<file path="src/sv/four_channel_overwrite_sample_ring_unit_defines.svh">
// ----------------------------------------------------------------------------
// Assertion macros for the sample ring unit
// Clocked, reset-qualified property helpers used by the top level.
// ----------------------------------------------------------------------------
`ifndef FOUR_CHANNEL_OVERWRITE_SAMPLE_RING_UNIT_DEFINES_SVH
`define FOUR_CHANNEL_OVERWRITE_SAMPLE_RING_UNIT_DEFINES_SVH

// same-cycle implication
`define FWSR_ASSERT_NOW(label, clk, rst_n, ante, cons) \
    label: assert property (@(posedge clk) disable iff (!(rst_n)) (ante) |-> (cons)) \
        else $error("fwsr assertion failed");

// next-cycle implication
`define FWSR_ASSERT_NEXT(label, clk, rst_n, ante, cons) \
    label: assert property (@(posedge clk) disable iff (!(rst_n)) (ante) |=> (cons)) \
        else $error("fwsr assertion failed");

`endif

</file>
<file path="src/sv/fwsr_pkg.sv">
// ----------------------------------------------------------------------------
// fwsr_pkg
// Shared constants and types of the four-channel overwriting sample ring.
// ----------------------------------------------------------------------------
`timescale 1ns / 1ps

package fwsr_pkg;

    localparam int RING_DEPTH = 16384;
    localparam int HEAD_W     = $clog2(RING_DEPTH);
    localparam int CNT_W      = HEAD_W + 1;
    localparam int NUM_LANES  = 4;
    localparam int LANE_W     = $clog2(NUM_LANES);
    localparam int SAMPLE_W   = 12;
    localparam int WORD_W     = 16;
    localparam int RATE_W     = 27;
    localparam int GEN_W      = 32;
    localparam int CHAN_W     = 3;
    localparam int MODE_W     = 3;

    typedef enum logic [MODE_W-1:0] {
        MODE_PUSH     = 3'd0,
        MODE_SNAPSHOT = 3'd1,
        MODE_READ     = 3'd2,
        MODE_CLEAR    = 3'd3,
        MODE_MARK     = 3'd4,
        MODE_TAKE     = 3'd5
    } mode_t;

    typedef struct packed {
        logic              wr_en;
        logic [HEAD_W-1:0] wr_addr;
        logic              rd_en;
        logic [HEAD_W-1:0] rd_addr;
    } lane_ctrl_t;

endpackage

</file>
<file path="src/sv/fwsr_merge.sv">
// ----------------------------------------------------------------------------
// fwsr_merge
// Combines the lane read results into the one reported sample.
// ----------------------------------------------------------------------------
`timescale 1ns / 1ps

module fwsr_merge
    import fwsr_pkg::*;
(
    input  logic [SAMPLE_W-1:0] lane_data [NUM_LANES],
    input  logic [LANE_W-1:0]   lane_sel,
    input  logic                sample_ok,
    output logic [SAMPLE_W-1:0] sample
);

    always_comb begin
        sample = '0;
        if (sample_ok) begin
            sample = lane_data[lane_sel];
        end
    end

endmodule

</file>
<file path="config.mk">
export PLATFORM = sky130hd
export DESIGN_NAME = fwsr_merge
export DESIGN_NICKNAME = d
export VERILOG_FILES = /design/src/sv/four_channel_overwrite_sample_ring_unit_defines.svh /design/src/sv/fwsr_pkg.sv /design/src/sv/fwsr_merge.sv
export SDC_FILE = /design/constraint.sdc
export NUM_CORES = 1
export LEC_CHECK = 0
export ABC_CLOCK_PERIOD_IN_PS = 800
export BUFFER_PORTS_ARGS = -buffer_cell sky130_fd_sc_hd__buf_2
export CAP_MARGIN = 20
export CORE_UTILIZATION = 29
export DETAILED_ROUTE_END_ITERATION = 7
export PLACE_DENSITY_LB_ADDON = 0.12
export SKIP_LAST_GASP = 1
export SYNTH_ARGS = -nofsm -noshare
export SYNTH_HDL_FRONTEND = slang
export SYNTH_SLANG_ARGS = --single-unit
</file>
<file path="constraint.sdc">
create_clock -name vclk -period 0.8
set_input_delay 0.08 -clock vclk [all_inputs]
set_output_delay 0.08 -clock vclk [all_outputs]
set_load 0.02 [all_outputs]
</file>
After elaboration in Yosys (flattened, before gate mapping):

Cells that the tools add are included.

* register bits after elaboration: 0
* bits in latches: 0
* bits in writable memories: 0
* ROM bits: 0
* input bits: 51
* output and inout port bits: 12
* logic and storage cells: 6
* memories kept: 0

* add/subtract/negate cells: 0
* $mul: 0
* divide/modulo/power cells: 0
* magnitude comparators: 1
* eq/ne operators: 0
* shift operators: 0
* multiplexer cells: 4
* bitwise logic cells: 1
* reductions and logical operators: 0

Operators with widths (number)
* $mux 12: 3
* $bmux 12 s2: 1
* $ge 3x3->1 const B: 1
* $not 2->3: 1

Logic depth before layout (Yosys ltp):

* depth after elaboration: 5
* gate-level depth with buffers: 4
* gate-level depth less buffers: 2

Worst setup path before layout:

Ideal clock, no wire load.

* path type: input port to output port
* start point: in lane_sel[1]
* end point: out sample[0]
* arrival: 0.817 ns
* required time: 0.720 ns
* path slack: -0.097 ns
* stages: 4
* path buffers: 2
* cell sequence: buf_6 -> buf_12 -> mux2i_1 -> o22ai_1

* word-level cells in the longest chain between the ends: 5

Ends and longest elaborated chain
* from (decl): line fwsr_merge.sv:11 `input logic [LANE_W-1:0] lane_sel,`
* $not 2->3 (not written as such): line fwsr_merge.sv:19 `sample = lane_data[lane_sel];`
* $bmux 12 s2: line fwsr_merge.sv:19
* $mux 12 (not written as such) (2 in a row): line fwsr_merge.sv:19
* $mux 12: line fwsr_merge.sv:18 `if (sample_ok) begin`
* to (decl): line fwsr_merge.sv:13 `output logic [SAMPLE_W-1:0] sample`

Every way passes these cells. The select of a mux whose other input is x is not followed.

Final worst setup path:

* start point: in lane_sel[1]
* end point: out sample[5]

The elaborated chain is that of the path after synthesis.

==> results.sh <==
export IMPL_crit_start="lane_sel[1]"
export IMPL_dp_hpwl_um=1240
export IMPL_drv_slew=0
export IMPL_vdd_drop_max_mv=0.377
export IMPL_dpl_cell_area_sq_um=779
export IMPL_nNetsFinal=163
export IMPL_chipHeight_um=38.2
export IMPL_holdWs_ns=0.541
export IMPL_portBuffers=63
export IMPL_fillers=55
export IMPL_critPathKind="in2out"
export IMPL_fin_area_sq_um=1010
export IMPL_place_gp_congestion=0.659
export IMPL_required_ns=0.72
export IMPL_min_period_over_period_pct=113
export IMPL_io_pins=63
export IMPL_seqCellArea_sq_um=0
export IMPL_fp_dieW_um=38.2
export IMPL_cap_viol_max_count=0
export IMPL_ant_nets=0
export IMPL_route_detailed_drc=0
export IMPL_hold_viol_final=0
export IMPL_status="finished with violations"
export IMPL_nFlopsAndLatches=0
export IMPL_finalCriticalPeriod_ns=0.906
export IMPL_grt_antenna_before_repair=0
export IMPL_min_path_type="in2out"
export IMPL_syn_area_sq_um=380
export IMPL_wl_met2_um=1030
export IMPL_drt_initial_drc_count=0
export IMPL_finalSetupViolCount=12
export IMPL_fin_ws_ns=-0.106
export IMPL_startpoint_type="input port"
export IMPL_wire_per_inst_um=14.6
export IMPL_arrival_ns=0.83
export IMPL_top_layer_used="met3"
export IMPL_yosysWarnings=0
export IMPL_syn_nets=94
export IMPL_wirelength_um=1810
export IMPL_grt_ovfl_total=0
export IMPL_cp_max_fo=6
export IMPL_dr_pass1_iters=1
export IMPL_critPathCaptureType="output pin"
export IMPL_diodes=0
export IMPL_grt_pass1_wl_um=2550
export IMPL_die_area_sq_um=1460
export IMPL_slew_headroom_pct=85.7
export IMPL_max_freq_ghz=1.10
export IMPL_ys_seq_area_share_pct=0
export IMPL_viasPerCell=5.08
export IMPL_drive_gt1_share_pct=85.5
export IMPL_grt_pass1_vias=604
export IMPL_violations="negative setup slack"
export IMPL_post_cts_buffers=0
export IMPL_cts_hold_buffers=0
export IMPL_avgSynthCellArea_sq_um=8.85
export IMPL_wl_met1_um=669
export IMPL_grt_usage_pct=24.8
export IMPL_rsz0062_at_grt="yes"
export IMPL_num_vias=630
export IMPL_initial_utilization_pct=32.9
export IMPL_synthToLayoutAreaGrowth_pct=167
export IMPL_p_leak_nw=0.521
export IMPL_rows=12
export IMPL_nClkBuffers=0
export IMPL_synthCells=43
export IMPL_final_cells=124
export IMPL_place_ws_ns=-0.170
export IMPL_wl_met3_um=107
export IMPL_grt_max_degree=8
export IMPL_synth_distinct_cells=9
export IMPL_cp_endpoint="sample[5]"
export IMPL_power_density_nw_per_um2=648
export IMPL_dp_cells=122
export IMPL_core_sq_um=1160
export IMPL_worst_pin_slew_ns=0.208
## repair_timing
| action | CTS | global route |
|---|---|---|
| pin swaps | 7 | 1 |
| resized for setup | 39 | 8 |
| endpoints found under the setup margin | 12 | 12 |
| gates cloned | 2 | 0 |
## worst max-delay path, stage by stage
cell and delay [ns]:
buf_12 0.12, buf_12 0.14, mux2i_4 0.18, o22ai_2 0.16, buf_6 0.14
## layer usage
layer	up-vias	GRT usage (%)
met4	0	0
met5	-	0
met1	285	29.6
met2	34	50.0
met3	0	1.16
li1	311	-
## area by class of cell
type,instances,area (sq um),area share (%)
Tap cell,14,17.5,1.73
Timing Repair Buffer,72,541,53.3
Multi-Input combinational cell,38,457,45.0
## cells in the mapped netlist
master    instances  area share (%)
mux2i_1          24              63
o22ai_1          12              20
buf_12            1             5.3
buf_2             1             1.3
buf_6             1             3.0
buf_8             1             3.9
clkbuf_1          1            0.99
nand2_1           1            0.99
nand2b_1          1             1.6
## cells in the final DEF, fill, tap and decap left out
cell and n:
buf_4 6, o22ai_2 11, nand2b_4 1, o22ai_1 1
buf_6 12, buf_16 2, mux2i_2 8, mux2i_1 14
mux2i_4 2, buf_2 49, nand2_1 1, buf_12 3
## power by group
part,total (mW),internal (mW),switching [mW]
logic,0.657,0.377,0.280
clock network,0,0,0
registers,0,0,0
total,0.657,0.377,0.280
## cell families after synthesis
logic type / count (synthesis) / share of synthesized area (%)
multiplexers: 24 / 63.2
buffers and inverters: 5 / 14.5
AO/OA/AOI/OAI: 12 / 19.7
AND/OR/NAND/NOR: 2 / 2.63
## metrics by stage
stage               TNS (ns)  power, mW  util (%)
floorplan             -0.455      0.268         -
global placement       -1.37      0.457      67.4
detailed placement     -1.64      0.470      67.4
CTS                   -0.811      0.618      84.7
global route           -1.29      0.692      87.8
finish                -0.939      0.657      87.8
## worst min-delay path by stage
stage | startpoint | depth (start not counted) | slack, ns | end
after floorplan | sample_ok | 2 | 0.38 | sample[11]
after global placement | lane_data[29] | 4 | 0.57 | sample[5]
after detailed placement | lane_data[32] | 4 | 0.57 | sample[8]
after CTS | lane_data[26] | 4 | 0.54 | sample[2]
after global routing | lane_data[32] | 4 | 0.56 | sample[8]
final | lane_data[32] | 4 | 0.54 | sample[8]
(Power assumes the default switching activity.)
